==> config.mk <==
export PLATFORM = sky130hd
export DESIGN_NAME = recurrence_byte_checksum_core_flat
export DESIGN_NICKNAME = d
export VERILOG_FILES = /design/src/design/rbc_pkg.sv /design/src/design/rbc_req_if.sv /design/src/design/rbc_rsp_if.sv /design/src/design/rbc_step.sv /design/src/design/recurrence_byte_checksum_core.sv /design/src/flat_wrapper.sv
export SDC_FILE = /design/constraint.sdc
export NUM_CORES = 1
export LEC_CHECK = 0
export CORE_MARGIN = 4
export CORE_UTILIZATION = 35
export CTS_CLUSTER_DIAMETER = 150
export DETAILED_ROUTE_END_ITERATION = 6
export DONT_BUFFER_PORTS = 1
export GPL_TIMING_DRIVEN = 0
export PLACE_DENSITY = 0.56
export SLEW_MARGIN = 5
export SYNTH_ARGS = -nofsm -noshare
export SYNTH_HDL_FRONTEND = slang
export SYNTH_SLANG_ARGS = --single-unit
==> constraint.sdc <==
create_clock -name clock -period 22.7 [get_ports clock]
set_input_delay 2.27 -clock clock [delete_from_list [all_inputs] [get_ports clock]]
set_output_delay 2.27 -clock clock [all_outputs]
set_load 0.03 [all_outputs]
==> src/design/rbc_pkg.sv <==
// Recurrence byte checksum: shared widths and constants.
// No dependencies; used by the channel interfaces and all design modules.
package rbc_pkg;

   localparam int DATA_W = 8;
   localparam int SUM_W  = 16;
   localparam int POS_W  = 8;

   localparam logic [DATA_W-1:0] FIRST_OFFSET = 8'd7;
   localparam logic [POS_W-1:0]  ALPHA_MULT   = 8'd17;
   localparam logic [POS_W-1:0]  BETA_MULT    = 8'd31;
   localparam logic [SUM_W-1:0]  MODULUS      = 16'hFFFF;
   localparam logic [SUM_W-1:0]  OLDER_INIT   = 16'd1;

   typedef struct packed {
      logic [DATA_W-1:0] data_byte;
      logic [POS_W-1:0]  pos;
      logic [SUM_W-1:0]  newer;
      logic [SUM_W-1:0]  older;
   } step_in_type;

endpackage

==> src/design/rbc_req_if.sv <==
// Request channel of the recurrence byte checksum: valid/ready plus byte payload.
// Depends on rbc_pkg.
interface rbc_req_if
   import rbc_pkg::*;
();
   logic              valid;
   logic              ready;
   logic [DATA_W-1:0] data_byte;
   logic              last_byte;

   modport source (output valid, output data_byte, output last_byte, input ready);
   modport sink   (input valid, input data_byte, input last_byte, output ready);
endinterface

==> src/design/rbc_rsp_if.sv <==
// Response channel of the recurrence byte checksum: valid/ready plus checksum.
// Depends on rbc_pkg.
interface rbc_rsp_if
   import rbc_pkg::*;
();
   logic             valid;
   logic             ready;
   logic [SUM_W-1:0] checksum;

   modport source (output valid, output checksum, input ready);
   modport sink   (input valid, input checksum, output ready);
endinterface

==> src/design/rbc_step.sv <==
// One recurrence step: t = ((b + (17i mod 256)) * newer - (31i mod 256) * older) mod 2^64 mod 65535.
// Combinational; depends on rbc_pkg.
module rbc_step
   import rbc_pkg::*;
(
   input  step_in_type      step_in,
   output logic [SUM_W-1:0] term_out
);

   logic [POS_W-1:0]         alpha_full;
   logic [POS_W-1:0]         beta_full;
   logic [DATA_W:0]          coef;
   logic [DATA_W+SUM_W:0]    prod;
   logic [DATA_W+SUM_W:0]    sub;
   logic                     neg;
   logic [DATA_W+SUM_W:0]    mag;
   logic [SUM_W:0]           fold_sum;
   logic [SUM_W-1:0]         rem;
   logic [SUM_W:0]           neg_res;

   always_comb begin
      // only the low byte of each coefficient product is wanted
      alpha_full = step_in.pos * ALPHA_MULT;
      beta_full  = step_in.pos * BETA_MULT;
      coef       = {1'b0, step_in.data_byte} + {1'b0, alpha_full[POS_W-1:0]};
      prod       = {{(SUM_W){1'b0}}, coef} * {{(DATA_W+1){1'b0}}, step_in.newer};
      sub        = {{(SUM_W+1){1'b0}}, beta_full[POS_W-1:0]}
                   * {{(DATA_W+1){1'b0}}, step_in.older};
      neg        = prod < sub;
      mag        = neg ? (sub - prod) : (prod - sub);
      // 2^16 = 1 mod 65535: fold high bits onto low half
      fold_sum   = {{(SUM_W-DATA_W){1'b0}}, mag[DATA_W+SUM_W:SUM_W]} + {1'b0, mag[SUM_W-1:0]};
      rem        = (fold_sum >= {1'b0, MODULUS}) ? SUM_W'(fold_sum - {1'b0, MODULUS})
                                                 : fold_sum[SUM_W-1:0];
      // wrapped negative difference -x reduces to (1 - x) mod 65535
      if (rem <= OLDER_INIT) begin
         neg_res = {1'b0, OLDER_INIT} - {1'b0, rem};
      end else begin
         neg_res = {1'b0, MODULUS} + 17'd1 - {1'b0, rem};
      end
      term_out = neg ? neg_res[SUM_W-1:0] : rem;
   end

endmodule

==> src/design/recurrence_byte_checksum_core.sv <==
// Recurrence byte checksum core: top level with request register, state and response register.
// Depends on rbc_pkg, rbc_req_if, rbc_rsp_if and rbc_step.
//
// Takes one message byte per request and keeps a second-order recurrence over
// the bytes of the message; the request flagged last_byte produces one response
// carrying the checksum and leaves the core ready for a new message. One byte is
// accepted every clock cycle; while a finished checksum waits to be taken, bytes
// keep flowing until the next last byte reaches the request register, which then
// holds the input until the waiting response is taken. A response is presented
// the cycle after its last byte advances out of the request register. The rate
// is set by the state recurrence: one 9x16 and one 8x16 multiply, a subtract
// and an end-around fold per cycle. There is no configuration.
module recurrence_byte_checksum_core
   import rbc_pkg::*;
(
   input  logic      clock,
   input  logic      reset,
   rbc_req_if.sink   req_ch,
   rbc_rsp_if.source rsp_ch
);

   logic              in_valid_ff, in_valid_in;
   logic [DATA_W-1:0] in_byte_ff, in_byte_in;
   logic              in_last_ff, in_last_in;

   logic [SUM_W-1:0]  older_ff, older_in;
   logic [SUM_W-1:0]  newer_ff, newer_in;
   logic [POS_W-1:0]  pos_ff, pos_in;
   logic              first_ff, first_in;

   logic              rsp_valid_ff, rsp_valid_in;
   logic [SUM_W-1:0]  checksum_ff, checksum_in;

   logic              advance;
   logic [SUM_W-1:0]  step_term;
   logic [SUM_W-1:0]  term_next;
   step_in_type       step_in;

   assign step_in = '{data_byte: in_byte_ff, pos: pos_ff, newer: newer_ff, older: older_ff};

   rbc_step u_step (
      .step_in  (step_in),
      .term_out (step_term)
   );

   assign advance = in_valid_ff && (!in_last_ff || !rsp_valid_ff || rsp_ch.ready);
   assign req_ch.ready = !in_valid_ff || advance;

   assign rsp_ch.valid    = rsp_valid_ff;
   assign rsp_ch.checksum = checksum_ff;

   assign term_next = first_ff ? {{(SUM_W-DATA_W){1'b0}}, in_byte_ff}
                                 + {{(SUM_W-DATA_W){1'b0}}, FIRST_OFFSET}
                               : step_term;

   always_comb begin
      in_valid_in  = in_valid_ff;
      in_byte_in   = in_byte_ff;
      in_last_in   = in_last_ff;
      older_in     = older_ff;
      newer_in     = newer_ff;
      pos_in       = pos_ff;
      first_in     = first_ff;
      rsp_valid_in = rsp_valid_ff;
      checksum_in  = checksum_ff;

      if (rsp_ch.ready) begin
         rsp_valid_in = 1'b0;
      end
      if (advance) begin
         in_valid_in = 1'b0;
         if (in_last_ff) begin
            rsp_valid_in = 1'b1;
            checksum_in  = term_next;
            older_in     = OLDER_INIT;
            newer_in     = '0;
            pos_in       = '0;
            first_in     = 1'b1;
         end else begin
            older_in = first_ff ? OLDER_INIT : newer_ff;
            newer_in = term_next;
            pos_in   = pos_ff + POS_W'(1);
            first_in = 1'b0;
         end
      end
      if (req_ch.valid && req_ch.ready) begin
         in_valid_in = 1'b1;
         in_byte_in  = req_ch.data_byte;
         in_last_in  = req_ch.last_byte;
      end
   end

   always_ff @(posedge clock) begin
      if (reset) begin
         in_valid_ff  <= 1'b0;
         older_ff     <= OLDER_INIT;
         newer_ff     <= '0;
         pos_ff       <= '0;
         first_ff     <= 1'b1;
         rsp_valid_ff <= 1'b0;
      end else begin
         in_valid_ff  <= in_valid_in;
         older_ff     <= older_in;
         newer_ff     <= newer_in;
         pos_ff       <= pos_in;
         first_ff     <= first_in;
         rsp_valid_ff <= rsp_valid_in;
      end
      in_byte_ff  <= in_byte_in;
      in_last_ff  <= in_last_in;
      checksum_ff <= checksum_in;
   end

`ifndef ASSERT_OFF
   a_last_clears: assert property (@(posedge clock) disable iff (reset)
      advance && in_last_ff |=> rsp_valid_ff && first_ff && pos_ff == '0)
      else $error("last request did not produce a response and clear state");

   a_first_loads: assert property (@(posedge clock) disable iff (reset)
      advance && first_ff && !in_last_ff |=> older_ff == OLDER_INIT && pos_ff == POS_W'(1))
      else $error("first request did not load the recurrence terms");

   a_term_reduced: assert property (@(posedge clock) disable iff (reset)
      !first_ff |-> newer_ff != MODULUS)
      else $error("recurrence term not reduced modulo 65535");
`endif

endmodule

==> src/flat_wrapper.sv <==
// flat-port wrapper written by rule: the top's interface ports become plain ports
module recurrence_byte_checksum_core_flat import rbc_pkg::*;
  (clock, reset, req_ch_valid, req_ch_data_byte, req_ch_last_byte, req_ch_ready, rsp_ch_valid, rsp_ch_checksum, rsp_ch_ready);
  rbc_req_if req_ch_i ();
  rbc_rsp_if rsp_ch_i ();
  input  logic clock;
  input  logic reset;
  input wire logic [$bits(req_ch_i.valid)-1:0] req_ch_valid;
  input wire logic [$bits(req_ch_i.data_byte)-1:0] req_ch_data_byte;
  input wire logic [$bits(req_ch_i.last_byte)-1:0] req_ch_last_byte;
  output wire logic [$bits(req_ch_i.ready)-1:0] req_ch_ready;
  output wire logic [$bits(rsp_ch_i.valid)-1:0] rsp_ch_valid;
  output wire logic [$bits(rsp_ch_i.checksum)-1:0] rsp_ch_checksum;
  input wire logic [$bits(rsp_ch_i.ready)-1:0] rsp_ch_ready;
  assign req_ch_i.valid = req_ch_valid;
  assign req_ch_i.data_byte = req_ch_data_byte;
  assign req_ch_i.last_byte = req_ch_last_byte;
  assign req_ch_ready = req_ch_i.ready;
  assign rsp_ch_valid = rsp_ch_i.valid;
  assign rsp_ch_checksum = rsp_ch_i.checksum;
  assign rsp_ch_i.ready = rsp_ch_ready;
  recurrence_byte_checksum_core u_core (.clock(clock), .reset(reset), .req_ch(req_ch_i), .rsp_ch(rsp_ch_i));
endmodule
==> results of run 1 <==
[cells in the final DEF (no fill, tap or decap), types with 6 or more instances in the layout]
master and instances:
and2_1 139, nand2_1 224, nor2_1 103, o21ai_1 9
nand2b_1 13, o211ai_1 13, inv_1 302, dfxtp_1 43
clkbuf_1 77, a31oi_1 16, nor2b_1 27, buf_2 8
nand3_1 44, nor3_1 27, nand4_1 11, clkbuf_16 9
nor4_1 7, ha_1 175, o21ai_0 62, a21o_1 40
xor2_1 38, edfxtp_1 25, o21a_1 13, or2_2 6
or3_1 14, a22o_1 6, a21boi_0 6, xnor2_1 79
nand3b_1 13, a21oi_1 122, a211oi_1 20, mux2i_1 10
fa_1 198, nand4b_1 6, a221oi_1 8, and3_1 14
o21bai_1 33, a31o_2 6
[critical path, delay by kind of cell (launching register included)]
kind            cells  cell delay, ps
fa+ha+maj          13            5810
compound gates     25            5320
simple gates       14            3250
buf+inv            13            3000
xor+xnor            3            1060
flops               1             620
mux                 2             590
[metrics by stage]
step                cells  util, %  worst slack (ps)  instance area [um^2]
floorplan            2046        -              7020                 16500
global placement     2653     37.0              3330                 17300
detailed placement   2653     37.0              3070                 17300
CTS                  2669     37.7              3000                 17600
global route         2669     37.7              1510                 17600
finish               2670     37.7              2980                 17600
[cells by family (layout without fill, tap and decap cells)]
group	Yosys count	count (layout)	synth area share [%]
DFF	68	68	9.75
buffers and inverters	392	408	9.03
adders and majority gates	373	373	37.2
and+or+nand+nor	671	671	20.4
muxes	12	12	0.742
AOI/OAI and AO/OA	413	413	16.6
xor gates and xnor gates	117	117	6.20
other	0	1	0
[sequential cells by signal, indices dropped and copies added, names as in the netlist]
signal / flops
u_core.newer_ff: 16
u_core.older_ff: 16
u_core.rsp_ch.checksum: 16
u_core.in_byte_ff: 8
u_core.pos_ff: 8
u_core.first_ff: 1
u_core.in_last_ff: 1
u_core.in_valid_ff: 1
u_core.rsp_ch.valid: 1
[layout make-up]
type / count / area, um^2 / area share, %
multi-input cells: 1586 / 13400 / 76.2
flip-flops and latches: 68 / 1610 / 9.16
plain buffers: 90 / 359 / 2.04
well taps: 607 / 759 / 4.32
diodes: 1 / 2.50 / 0.0142
inverters: 302 / 1130 / 6.44
clock inverters: 5 / 83.8 / 0.476
clock buffers: 11 / 233 / 1.32
[path summary, 6_finish.rpt]
path	start	endpoint	slack, ps
max	u_core.pos_ff[2]	u_core.newer_ff[3]	2980
min	u_core.newer_ff[6]	u_core.newer_ff[6]	490
max reg2reg	u_core.pos_ff[2]	u_core.newer_ff[3]	2980
min reg2reg	u_core.newer_ff[6]	u_core.newer_ff[6]	490
[per-layer routing]
layer | vias to the layer above | global-route usage, %
met5 | - | 0
met4 | 2 | 4.80
met3 | 57 | 2.15
met2 | 334 | 32.5
met1 | 7046 | 27.7
li1 | 6781 | -
==> results.yml, run 1 <==
status:
  status: "complete, no violations"
sta:
  final.setup_skew_ps: 7.85
  setup_violations: 0
  grt_setup_unrepaired: "false"
  fmax_mhz: 50.7
  whs_ps: 491
  fin_tns_setup_ps: 0
  period_share_pct: 86.9
  min_period_ps: 19720
  slew_violations: 0
  slew_headroom_pct: 25.9
  tightest_slew_ps: 1110
  finalHoldViolCount: 0
synthesis:
  avgSynthCellArea_um2: 8.08
  syn_nets: 2432
  synth.most_common_cell: "inv_1"
  synth.yosys.seq_area_share_pct: 9.75
  netlist_instances: 2046
  synth-edff-count: 25
  yosys_warnings: 0
  synth-main-ff-cell: "dfxtp_1"
  synth_area_um2: 16500
  yosys-top-cells-area: "fa_1, ha_1, inv_1"
  async_flop_share_pct: 0
  synthTopCellsByCount: "inv_1, nand2_1, fa_1, ha_1, and2_1"
  synth_cell_type_count: 84
  synth_top_area_share_pct: 24.0
  synth_largest_area_cell: "fa_1"
  ys_ff_latch: 68
worst_setup_path:
  critPathArrivalTime_ps: 20020
  path_class: "reg -> reg"
  cpPeakStageDelay_ps: 790
  critPathSlowestCell: "xnor2_1"
  crit_required_ps: 22990
  cp_max_fo: 10
  reg2reg_depth: 70
  path_common_cell: "fa_1"
  start_kind: "flop"
  worstSetupEndpointType: "flop"
routing:
  firstDrtPassIters: 5
  drt_iter0_drc: 1012
  wl_per_cell_um: 18.7
  dr_wl_met3_um: 2100
  met2_length_um: 23800
  routed_wl_um: 50000
  via_count: 14220
  drt-met1-wl_um: 22800
  drc: 0
  viasPerCell: 5.33
  routed.top_layer: "met5"
  final_antenna_net_count: 0
final_layout:
  final_layout_size_suffix_gt1_share_pct: 2.81
  nNetsFinal: 2443
  fill_cells: 4884
  syn_to_final_growth_pct: 6.53
cts:
  clock_latency_ps: 350
  htreeDepth: 3
  cts_setup_buffers: 0
  tritoncts: "done"
  cts_resized: 0
  cts_sinks: 68
  numCtsBuffers: 9
  clk_pin_slew_ps: 60
  cts_hold_buffers: 0
  clockRootBuffer: "clkbuf_16"
  cts.path.max_buffers: 2
floorplan:
  core_area_um2: 46700
  pin_count: 31
  rows: 79
  fp.dieH_um: 225
  die_area_um2: 50700
  die_x_um: 225
  start_util_pct: 35.4
min_path:
  hp-class: "reg -> reg"
  holdPathStages: 2
grt:
  grt-ovfl-total: 0
  grt_start_max_net_pins: 19
  grt.total_usage_pct: 19.6
  grt_pass1_wl_um: 79000
  grt_antenna_before_repair: 2
  grt_pass1_vias: 14017
placed_design:
  numPortBuffers: 0
  dp_hpwl_um: 42400
  place.gp.congestion: 0.915
flow_run:
  drv_cap: 0
Power of run 1 is left out: the tool's default activity adds up to more than one toggle a clock period on the data nets, which glitch-free logic cannot reach.
==> run 2, diff against run 1 <==
- CORE_MARGIN: 4 -> 5
==> run 2 against run 1 <==
Against the previous run:
- design area about the same
- global-route usage down 0.40 points
- utilization about the same
==> results.yml, run 2 (same netlist as run 1, synthesis figures left out) <==
grt:
  grt_pass1_vias: 14065
  grt_antenna_before_repair: 0
  grt.total_usage_pct: 19.3
  grt-ovfl-total: 0
  grt_pass1_wl_um: 78000
  grt_start_max_net_pins: 19
floorplan:
  start_util_pct: 35.4
  die_area_um2: 51700
  rows: 79
  die_x_um: 227
  pin_count: 31
  core_area_um2: 46700
  fp.dieH_um: 227
routing:
  firstDrtPassIters: 5
  routed_wl_um: 50200
  via_count: 14234
  viasPerCell: 5.33
  drt_iter0_drc: 966
  drc: 0
  final_antenna_net_count: 0
  wl_per_cell_um: 18.8
final_layout:
  layout_commonest_cell: "inv_1"
  diodes: 0
  final_layout_size_suffix_gt1_share_pct: 2.91
  layout_common_cells: "inv_1, nand2_1, fa_1"
  syn_to_final_growth_pct: 6.45
  nNetsFinal: 2443
  fin_util_pct: 37.7
worst_setup_path:
  path_class: "reg -> reg"
  cp_max_fo: 10
  critPathArrivalTime_ps: 19540
  start_kind: "flop"
  path_common_cell: "fa_1"
  worstSetupEndpointType: "flop"
  crit_required_ps: 22770
  critPathSlowestCell: "xnor2_1"
  cpPeakStageDelay_ps: 640
  r2r_setup_slack_ps: 3230
  r2r_end: "u_core.rsp_ch.checksum[14]"
  reg2reg_depth: 71
  r2r-start: "u_core.pos_ff[1]"
cts:
  cts_setup_buffers: 0
  cts_hold_buffers: 0
  tritoncts: "done"
  cts.path.max_buffers: 2
  cts_sinks: 68
  numCtsBuffers: 9
  clock_latency_ps: 350
  clockRootBuffer: "clkbuf_16"
  clk_pin_slew_ps: 60
  cts_resized: 0
  htreeDepth: 3
sta:
  min_period_ps: 19470
  period_share_pct: 85.7
  setup_violations: 0
  tightest_slew_ps: 1080
  finalHoldViolCount: 0
  fin_tns_setup_ps: 0
  grt_setup_unrepaired: "false"
  fmax_mhz: 51.4
  slew_violations: 0
  slew_headroom_pct: 27.7
  final.setup_skew_ps: 9.60
placed_design:
  numPortBuffers: 0
  dp_hpwl_um: 42700
  place.gp.congestion: 0.910
flow_run:
  drv_cap: 0
status:
  status: "complete, no violations"
min_path:
  holdPathStages: 2
  holdCritStartpoint: "u_core.newer_ff[6]"
  hold_end: "u_core.newer_ff[6]"
  hp-class: "reg -> reg"
run 2: layer usage:
metal | wire length, um | GRT usage (%) | vias up
met5 | 0 | 0 | -
met4 | 2330 | 7.99 | 0
met3 | 2400 | 2.35 | 89
met2 | 22900 | 30.9 | 384
met1 | 22500 | 26.4 | 6974
li1 | - | - | 6787
run 2: final cells by class:
cell class                      count  area [um^2]
Buffer                             90          359
Sequential cell                    68         1610
Tap cell                          607          759
Fill cell                        4920        29100
Clock inverter                      4         28.8
Multi-Input combinational cell   1586        13400
Inverter                          302         1130
Clock buffer                       12          278
run 2: how the worst max path moves through the flow:
stage | start | end
floorplan | u_core.pos_ff[1] | u_core.rsp_ch.checksum[14]
global placement | u_core.pos_ff[2] | u_core.newer_ff[3]
detailed placement | u_core.pos_ff[2] | u_core.rsp_ch.checksum[14]
CTS | u_core.pos_ff[1] | u_core.rsp_ch.checksum[14]
global route | u_core.pos_ff[1] | u_core.newer_ff[3]
finish | u_core.pos_ff[1] | u_core.rsp_ch.checksum[14]
run 2: stage by stage:
stage / std cells / cell area, um^2 / hold WS [ps] / setup WS [ps]
after detailed placement: 2653 / 17300 / 468 / 3340
after global placement: 2653 / 17300 / 455 / 3310
after floorplan: 2046 / 16500 / 434 / 7020
after CTS: 2669 / 17600 / 486 / 3230
final: 2669 / 17600 / 486 / 3230
after global routing: 2669 / 17600 / 519 / 1700
run 2: worst max-delay path: cells and delay by family (launching register included):
family | cells | cell delay (ps)
compound gates | 24 | 5010
xor+xnor | 3 | 910
fa+ha+maj | 13 | 5770
buf+inv | 14 | 3110
flops | 1 | 620
mux | 2 | 580
simple gates | 15 | 3150
Power of run 2 is left out for the same reason.
